### config.mk
export PLATFORM = sky130hd
export DESIGN_NAME = rc4_bitkey_stream_cipher_top
export DESIGN_NICKNAME = d
export VERILOG_FILES = /design/src/rtl/rc4bk_pkg.sv /design/src/rtl/rc4_bitkey_stream_cipher_top.sv /design/src/rtl/rc4bk_dp.sv /design/src/rtl/rc4bk_ctrl.sv
export VERILOG_INCLUDE_DIRS = /design/src /design/src/rtl
export SDC_FILE = /design/constraint.sdc
export NUM_CORES = 2
export LEC_CHECK = 0
export ABC_AREA = 1
export BUFFER_PORTS_ARGS = -buffer_cell sky130_fd_sc_hd__buf_2
export CELL_PAD_IN_SITES_DETAIL_PLACEMENT = 1
export CELL_PAD_IN_SITES_GLOBAL_PLACEMENT = 1
export CORE_MARGIN = 10
export CORE_UTILIZATION = 35
export DETAILED_ROUTE_END_ITERATION = 8
export GPL_TIMING_DRIVEN = 0
export PLACE_DENSITY_LB_ADDON = 0.1
export SYNTH_ARGS = -nofsm -noshare
export SYNTH_HDL_FRONTEND = slang
export SYNTH_SLANG_ARGS = --single-unit
### constraint.sdc
create_clock -name clk -period 18.1 [get_ports clk]
set_input_delay 0.905 -clock clk [delete_from_list [all_inputs] [get_ports clk]]
set_output_delay 0.905 -clock clk [all_outputs]
set_load 0.05 [all_outputs]
### src/rtl/rc4_bitkey_stream_cipher_top_assert.svh
// assertion macros shared by the rc4 bit-key cipher rtl
// expects signals clk and rst_n in the scope of every use
`ifndef RC4_BITKEY_STREAM_CIPHER_TOP_ASSERT_SVH
`define RC4_BITKEY_STREAM_CIPHER_TOP_ASSERT_SVH

`ifndef SYNTHESIS

// same-cycle implication
`define RC4BK_ASSERT_IMP(lbl, ante, cons, msg) \
    lbl: assert property (@(posedge clk) disable iff (!rst_n) (ante) |-> (cons)) \
        else $error(msg);

// next-cycle implication
`define RC4BK_ASSERT_NXT(lbl, ante, cons, msg) \
    lbl: assert property (@(posedge clk) disable iff (!rst_n) (ante) |=> (cons)) \
        else $error(msg);

`else

`define RC4BK_ASSERT_IMP(lbl, ante, cons, msg)
`define RC4BK_ASSERT_NXT(lbl, ante, cons, msg)

`endif

`endif

### src/rtl/rc4bk_pkg.sv
// shared types and constants for the rc4 bit-key cipher
// no dependencies
package rc4bk_pkg;

    localparam int PERM_DEPTH = 256;
    localparam int IDX_W      = $clog2(PERM_DEPTH);
    localparam int KEY_W      = 64;
    localparam int KEY_IDX_W  = $clog2(KEY_W);
    localparam int BYTE_W     = 8;

    typedef enum logic [3:0] {
        ST_IDLE,
        ST_K_RDI,
        ST_K_RDJ,
        ST_K_WRI,
        ST_K_WRJ,
        ST_D_RDI,
        ST_D_RDJ,
        ST_D_WRI,
        ST_D_WRJ
    } state_t;

    typedef enum logic [1:0] {
        RD_I,
        RD_J,
        RD_R
    } rd_sel_t;

    typedef struct packed {
        logic    clr_tab;   // back to identity, i and j to zero
        logic    load_data; // i += 1, capture data byte
        logic    rd_en;
        rd_sel_t rd_sel;
        logic    take_si;   // capture s[i], update j
        logic    add_kbit;  // key bit joins the j update
        logic    take_sj;   // capture s[j], write s[i]
        logic    wr_j;      // write s[j]
        logic    step_i;
        logic    out_load;
    } dp_cmd_t;

    typedef struct packed {
        logic i_last;
    } dp_sts_t;

endpackage

### src/rtl/rc4_bitkey_stream_cipher_top.sv
// top level of the rc4-style cipher with bit-wise key schedule
// depends on rc4bk_pkg, rc4bk_ctrl and rc4bk_dp
//
// Byte stream cipher in the rc4 style. A transaction with cmd = 0 rekeys:
// the 256-entry permutation goes back to identity, i and j to zero, and 256
// swap rounds run in which j += s[i] + bit (i mod 64) of the key register.
// j is kept afterwards and carries into keystream generation. A transaction
// with cmd = 1 steps the generator and returns data_byte xor the keystream
// byte on out_byte; the same operation encrypts and decrypts. The key
// register is loaded on the cfg channel (cfg_ready is always high) and is
// read one bit per round for the whole schedule; write it while the block
// is idle.
// Sequencing: the permutation lives in a single-port-read, single-port-write
// memory, and each swap needs two reads and two writes through it, so a
// keystream byte steps through ST_D_RDI, ST_D_RDJ, ST_D_WRI and ST_D_WRJ before
// it reaches the result register, and the block takes no new transaction
// until it is back in idle. A rekey holds in_stall through all 256 rounds
// of ST_K_RDI, ST_K_RDJ, ST_K_WRI and ST_K_WRJ.
// Identity reset costs no clearing pass: one valid bit per entry is cleared
// at once by reset or rekey. in_stall is high whenever a transaction is in
// progress; a finished result waits in the output register while the next
// transaction is accepted, and the last step of a keystream transaction
// holds only while that register is still occupied and out_stall is high.

module rc4_bitkey_stream_cipher_top (
    input  logic                              clk,
    input  logic                              rst_n,
    input  logic                              in_valid,
    output logic                              in_stall,
    input  logic                              cmd,
    input  logic [rc4bk_pkg::BYTE_W-1:0]      data_byte,
    output logic                              out_valid,
    input  logic                              out_stall,
    output logic [rc4bk_pkg::BYTE_W-1:0]      out_byte,
    input  logic                              cfg_valid,
    output logic                              cfg_ready,
    input  logic [rc4bk_pkg::KEY_W-1:0]       cfg_data
);
    import rc4bk_pkg::*;

    dp_cmd_t dp_cmd;
    dp_sts_t dp_sts;
    logic    cfg_we;

    // key writes are always taken
    assign cfg_ready = 1'b1;
    assign cfg_we    = cfg_valid & cfg_ready;

    rc4bk_ctrl u_ctrl (
        .clk       (clk),
        .rst_n     (rst_n),
        .in_valid  (in_valid),
        .cmd       (cmd),
        .in_stall  (in_stall),
        .out_valid (out_valid),
        .out_stall (out_stall),
        .dp_cmd    (dp_cmd),
        .sts       (dp_sts)
    );

    rc4bk_dp u_dp (
        .clk       (clk),
        .rst_n     (rst_n),
        .cfg_we    (cfg_we),
        .cfg_data  (cfg_data),
        .data_byte (data_byte),
        .cmd       (dp_cmd),
        .sts       (dp_sts),
        .out_byte  (out_byte)
    );

endmodule

### src/rtl/rc4bk_dp.sv
// datapath: permutation memory with valid bits, indices, key and output byte
// depends on rc4bk_pkg and rc4_bitkey_stream_cipher_top_assert.svh
`include "rc4_bitkey_stream_cipher_top_assert.svh"

module rc4bk_dp (
    input  logic                              clk,
    input  logic                              rst_n,
    input  logic                              cfg_we,
    input  logic [rc4bk_pkg::KEY_W-1:0]       cfg_data,
    input  logic [rc4bk_pkg::BYTE_W-1:0]      data_byte,
    input  rc4bk_pkg::dp_cmd_t                cmd,
    output rc4bk_pkg::dp_sts_t                sts,
    output logic [rc4bk_pkg::BYTE_W-1:0]      out_byte
);
    import rc4bk_pkg::*;

    logic [BYTE_W-1:0]     tab_mem [PERM_DEPTH];
    logic [PERM_DEPTH-1:0] valid_reg;

    logic [KEY_W-1:0]  key_reg;
    logic [IDX_W-1:0]  i_reg;
    logic [IDX_W-1:0]  j_reg;
    logic [BYTE_W-1:0] si_reg;
    logic [BYTE_W-1:0] sj_reg;
    logic [BYTE_W-1:0] data_reg;
    logic [BYTE_W-1:0] out_byte_reg;
    logic [BYTE_W-1:0] rd_data_reg;
    logic              rd_valid_reg;
    logic [IDX_W-1:0]  rd_addr_reg;

    logic [BYTE_W-1:0] rd_eff;
    logic              kbit;
    logic [IDX_W-1:0]  j_next;
    logic [IDX_W-1:0]  rd_addr;
    logic              wr_en;
    logic [IDX_W-1:0]  wr_addr;
    logic [BYTE_W-1:0] wr_data;
    logic [BYTE_W-1:0] ks_byte;

    // entries never written since the last rekey read as identity
    assign rd_eff = rd_valid_reg ? rd_data_reg : rd_addr_reg;
    assign kbit   = cmd.add_kbit & key_reg[i_reg[KEY_IDX_W-1:0]];
    assign j_next = j_reg + rd_eff + {{(IDX_W-1){1'b0}}, kbit};

    always_comb
    begin
        case (cmd.rd_sel)
            RD_I:    rd_addr = i_reg;
            RD_J:    rd_addr = j_next;
            RD_R:    rd_addr = si_reg + rd_eff;
            default: rd_addr = i_reg;
        endcase
    end

    assign wr_en   = cmd.take_sj | cmd.wr_j;
    assign wr_addr = cmd.take_sj ? i_reg : j_reg;
    assign wr_data = cmd.take_sj ? rd_eff : si_reg;

    // s[r] as it stands after the swap
    always_comb
    begin
        if (rd_addr_reg == i_reg)
            ks_byte = sj_reg;
        else if (rd_addr_reg == j_reg)
            ks_byte = si_reg;
        else
            ks_byte = rd_eff;
    end

    always_ff @(posedge clk)
    begin
        if (wr_en)
            tab_mem[wr_addr] <= wr_data;
        if (cmd.rd_en)
        begin
            rd_data_reg <= tab_mem[rd_addr];
            rd_addr_reg <= rd_addr;
        end
    end

    always_ff @(posedge clk or negedge rst_n)
    begin
        if (!rst_n)
        begin
            valid_reg    <= '0;
            rd_valid_reg <= 1'b0;
        end
        else
        begin
            if (cmd.clr_tab)
                valid_reg <= '0;
            else if (wr_en)
                valid_reg[wr_addr] <= 1'b1;
            if (cmd.rd_en)
                rd_valid_reg <= valid_reg[rd_addr];
        end
    end

    always_ff @(posedge clk or negedge rst_n)
    begin
        if (!rst_n)
        begin
            key_reg <= '0;
            i_reg   <= '0;
            j_reg   <= '0;
        end
        else
        begin
            if (cfg_we)
                key_reg <= cfg_data;
            if (cmd.clr_tab)
                i_reg <= '0;
            else if (cmd.load_data || cmd.step_i)
                i_reg <= i_reg + 1'b1;
            if (cmd.clr_tab)
                j_reg <= '0;
            else if (cmd.take_si)
                j_reg <= j_next;
        end
    end

    always_ff @(posedge clk)
    begin
        if (cmd.load_data)
            data_reg <= data_byte;
        if (cmd.take_si)
            si_reg <= rd_eff;
        if (cmd.take_sj)
            sj_reg <= rd_eff;
        if (cmd.out_load)
            out_byte_reg <= data_reg ^ ks_byte;
    end

    assign sts.i_last = (i_reg == IDX_W'(PERM_DEPTH - 1));
    assign out_byte   = out_byte_reg;

    `RC4BK_ASSERT_IMP(a_one_write, cmd.take_sj, !cmd.wr_j && !cmd.clr_tab, "two writes in one cycle")
    `RC4BK_ASSERT_NXT(a_clr_idx, cmd.clr_tab, i_reg == '0 && j_reg == '0 && valid_reg == '0, "rekey init failed")

endmodule

### src/rtl/rc4bk_ctrl.sv
// controller: sequences rekey rounds and keystream steps, owns output valid
// depends on rc4bk_pkg and rc4_bitkey_stream_cipher_top_assert.svh
`include "rc4_bitkey_stream_cipher_top_assert.svh"

module rc4bk_ctrl (
    input  logic                clk,
    input  logic                rst_n,
    input  logic                in_valid,
    input  logic                cmd,
    output logic                in_stall,
    output logic                out_valid,
    input  logic                out_stall,
    output rc4bk_pkg::dp_cmd_t  dp_cmd,
    input  rc4bk_pkg::dp_sts_t  sts
);
    import rc4bk_pkg::*;

    state_t state_reg;
    state_t state_next;
    logic   out_valid_reg;
    logic   out_free;

    assign out_free  = !out_valid_reg || !out_stall;
    assign in_stall  = (state_reg != ST_IDLE);
    assign out_valid = out_valid_reg;

    always_ff @(posedge clk or negedge rst_n)
    begin
        if (!rst_n)
            state_reg <= ST_IDLE;
        else
            state_reg <= state_next;
    end

    always_comb
    begin
        state_next    = state_reg;
        dp_cmd        = '0;
        dp_cmd.rd_sel = RD_I;
        case (state_reg)
            ST_IDLE:
            begin
                if (in_valid)
                begin
                    if (cmd)
                    begin
                        dp_cmd.load_data = 1'b1;
                        state_next       = ST_D_RDI;
                    end
                    else
                    begin
                        dp_cmd.clr_tab = 1'b1;
                        state_next     = ST_K_RDI;
                    end
                end
            end
            ST_K_RDI:
            begin
                dp_cmd.rd_en = 1'b1;
                state_next   = ST_K_RDJ;
            end
            ST_K_RDJ:
            begin
                dp_cmd.take_si  = 1'b1;
                dp_cmd.add_kbit = 1'b1;
                dp_cmd.rd_en    = 1'b1;
                dp_cmd.rd_sel   = RD_J;
                state_next      = ST_K_WRI;
            end
            ST_K_WRI:
            begin
                dp_cmd.take_sj = 1'b1;
                state_next     = ST_K_WRJ;
            end
            ST_K_WRJ:
            begin
                dp_cmd.wr_j   = 1'b1;
                dp_cmd.step_i = 1'b1;
                state_next    = sts.i_last ? ST_IDLE : ST_K_RDI;
            end
            ST_D_RDI:
            begin
                dp_cmd.rd_en = 1'b1;
                state_next   = ST_D_RDJ;
            end
            ST_D_RDJ:
            begin
                dp_cmd.take_si = 1'b1;
                dp_cmd.rd_en   = 1'b1;
                dp_cmd.rd_sel  = RD_J;
                state_next     = ST_D_WRI;
            end
            ST_D_WRI:
            begin
                dp_cmd.take_sj = 1'b1;
                dp_cmd.rd_en   = 1'b1;
                dp_cmd.rd_sel  = RD_R;
                state_next     = ST_D_WRJ;
            end
            ST_D_WRJ:
            begin
                // hold until the output register is free
                if (out_free)
                begin
                    dp_cmd.wr_j     = 1'b1;
                    dp_cmd.out_load = 1'b1;
                    state_next      = ST_IDLE;
                end
            end
            default:
            begin
                state_next = ST_IDLE;
            end
        endcase
    end

    always_ff @(posedge clk or negedge rst_n)
    begin
        if (!rst_n)
            out_valid_reg <= 1'b0;
        else if (dp_cmd.out_load)
            out_valid_reg <= 1'b1;
        else if (!out_stall)
            out_valid_reg <= 1'b0;
    end

    `RC4BK_ASSERT_NXT(a_data_start, state_reg == ST_IDLE && in_valid && cmd, state_reg == ST_D_RDI, "data transaction not started")
    `RC4BK_ASSERT_IMP(a_out_origin, $rose(out_valid_reg), $past(state_reg) == ST_D_WRJ, "result without keystream step")
    `RC4BK_ASSERT_NXT(a_sched_end, state_reg == ST_K_WRJ && sts.i_last, state_reg == ST_IDLE, "schedule overran 256 rounds")

endmodule
==> qor.yml <==
placedCellCount: 14019
async_flop_share: 0.140
setup_viol: 0
drtPass1Iterations: 6
slew_viol_final: 42
cts_sinks: 2438
final_util: 0.411
status: "complete, but fails checks"
arrival_ps: 9250
syn_to_final_growth_pct: 16.9
min_path_type: "in2reg"
multi_input_area_sq_um: 27700
crit_required_ps: 18790
portBuffers: 86
final_cell_mix: "2,449 x nand2_1, 2,096 x edfxtp_1, 1,093 x nor2_1, 878 x inv_1, 647 x o21ai_0"
hpwl_um: 374000
cts-resized-gates: 0
relSlewSlack: -0.0437
layout.cells.non_filler: 14565
numCtsBuffers: 288
drc: 0
syn_area_per_cell_sq_um: 10.7
setup_tns_ps: 0
layout_min_cycle_time_ps: 8560
fin_skew_ps: 68.1
drv_cap: 6
grt_max_degree: 101
layout.nets: 10453
cts_tree: "done"
fillers: 32675
crit_path_end_kind: "flop"
postCtsSetupRepairBufs: 0
die_w_um: 569
cpPeakStageDelay_ps: 1090
synth_edf_count: 2096
clkSlewWorstSetupHoldPaths_ps: 60
via_count: 80656
layout_commonest_cell: "nand2_1"
fmax_ghz: 0.117
setup.worst_path.start_class: "flop"
ys_ff_latch: 2438
drtIter0Drc: 9609
vias_per_cell: 5.54
largest_reg_flops: 2048
grt-ovfl-total: 0
violations: "capacitance limit, slew limit"
hold_buffers: 1
seq_area_sq_um: 71500
start_util: 0.351
cp_max_fo: 11
ios: 89
grt_pass1_vias: 79430
yosysTopAreaCell: "edfxtp_1"
finalHoldViolCount: 0
routed_wl_um: 507000
antenna_left: 0
htree_levels: 5
syn_area_sq_um: 105000
worstSetupPathType: "reg2reg"
fin_crit_sh: 0.473
tightest_slew_ps: 1560
core_sq_um: 300000
die_y_um: 569
clk-insertion-delay-late_ps: 970
rsz0062_at_grt: "false"
synth_flop_cell: "edfxtp_1"
ys_seq_area_frac: 0.679
gp_congestion: 0.977
cts_root_buf: "clkbuf_16"
netlist_instances: 9838
yosys-top-cells-area: "edfxtp_1 60%, nand2_1 8.7%, dfrtp_1 8.1%"
cpMaxStageDelayCell: "clkbuf_1"
die_area_sq_um: 323000
syn-num-nets: 9935
synth_cell_types: 48
hold_ws_ps: 172
grtUsageTotal: 0.302
ys_warn_count: 0
wl_per_cell_um: 34.8
crit_path_frequent_cell: "nand2_1"
grt_pass1_wl_um: 678000
grt_antenna_before_repair: 51
synth_top_area_share: 0.597
rows: 201
clockBufferDepth: 4
drive_gt1_frac: 0.122
==> path summary, 6_finish.rpt <==
| path | start | to | slack [ps] | cells past startpoint |
|---|---|---|---|---|
| worst max-delay path | u_dp.i_reg[1]$_DFFE_PN0P_ | u_dp.rd_data_reg[1]$_DFFE_PP_ | 9540 | 28 |
| worst min-delay path | data_byte[5] | u_dp.data_reg[5]$_DFFE_PP_ | 170 | 1 |
| worst max register to register | u_dp.i_reg[1]$_DFFE_PN0P_ | u_dp.rd_data_reg[1]$_DFFE_PP_ | 9540 | 28 |
| worst min register to register | u_dp.valid_reg[68]$_DFFE_PN0P_ | u_dp.valid_reg[68]$_DFFE_PN0P_ | 500 | 2 |
| max in group asynchronous | rst_n | u_dp.valid_reg[227]$_DFFE_PN0P_ | 15910 | 4 |
| min in group asynchronous | rst_n | u_dp.valid_reg[58]$_DFFE_PN0P_ | 580 | 2 |
==> per-layer routing <==
layer  track usage  routed length [um]  up-vias
li1              -                   -    34429
met1         0.411              213000    41637
met2         0.463              221000     3686
met3        0.0593               41700      892
met4         0.149               30500       12
met5             0                  84        -
==> logic make-up after synthesis <==
group,Yosys count,share of synthesized area
AO/OA/AOI/OAI,1540,0.0884
multiplexers,38,0.00406
AND/OR/NAND/NOR,4257,0.163
adder cells (fa/ha/maj),19,0.00247
other,1,0.0000356
buffers and inverters,1523,0.0615
XOR/XNOR,22,0.00183
flip-flops,2438,0.679
==> through the flow <==
stage,instance area (sq um),worst slack (ps)
floorplan,105000,5040
global placement,111000,-14610
detailed placement,114000,9820
CTS,123000,9780
global route,123000,9370
finish,123000,9540
==> critical path, delay by kind of cell, from the launching register on <==
kind,cells,cell delay (ps)
buffers and inverters,5,3600
AND/OR/NAND/NOR,18,2850
adder cells (fa/ha/maj),2,1010
flip-flops,1,380
AO/OA/AOI/OAI,3,340
==> Yosys cell counts (all sizes together), types with 50 or more instances <==
| master | instances |
|---|---|
| inv | 920 |
| nand3b | 92 |
| dfrtp | 342 |
| o22ai | 50 |
| edfxtp | 2096 |
| nand2 | 2464 |
| o21ai | 848 |
| o211ai | 588 |
| nor2 | 1241 |
| nand3 | 414 |
| clkbuf | 193 |
| buf | 407 |
==> area by class of cell <==
type / instances / share of cell area
tap: 3958 / 0.0402
clock buffer: 368 / 0.0628
timing repair buffer: 228 / 0.0262
multi-input combinational: 5877 / 0.225
buffer: 600 / 0.0244
sequential: 2438 / 0.580
antenna: 23 / 0.000467
clock inverter: 150 / 0.0123
inverter: 923 / 0.0282
Power is left out: the tool's default activity adds up to more than one toggle a clock period on the data nets, which glitch-free logic cannot reach.
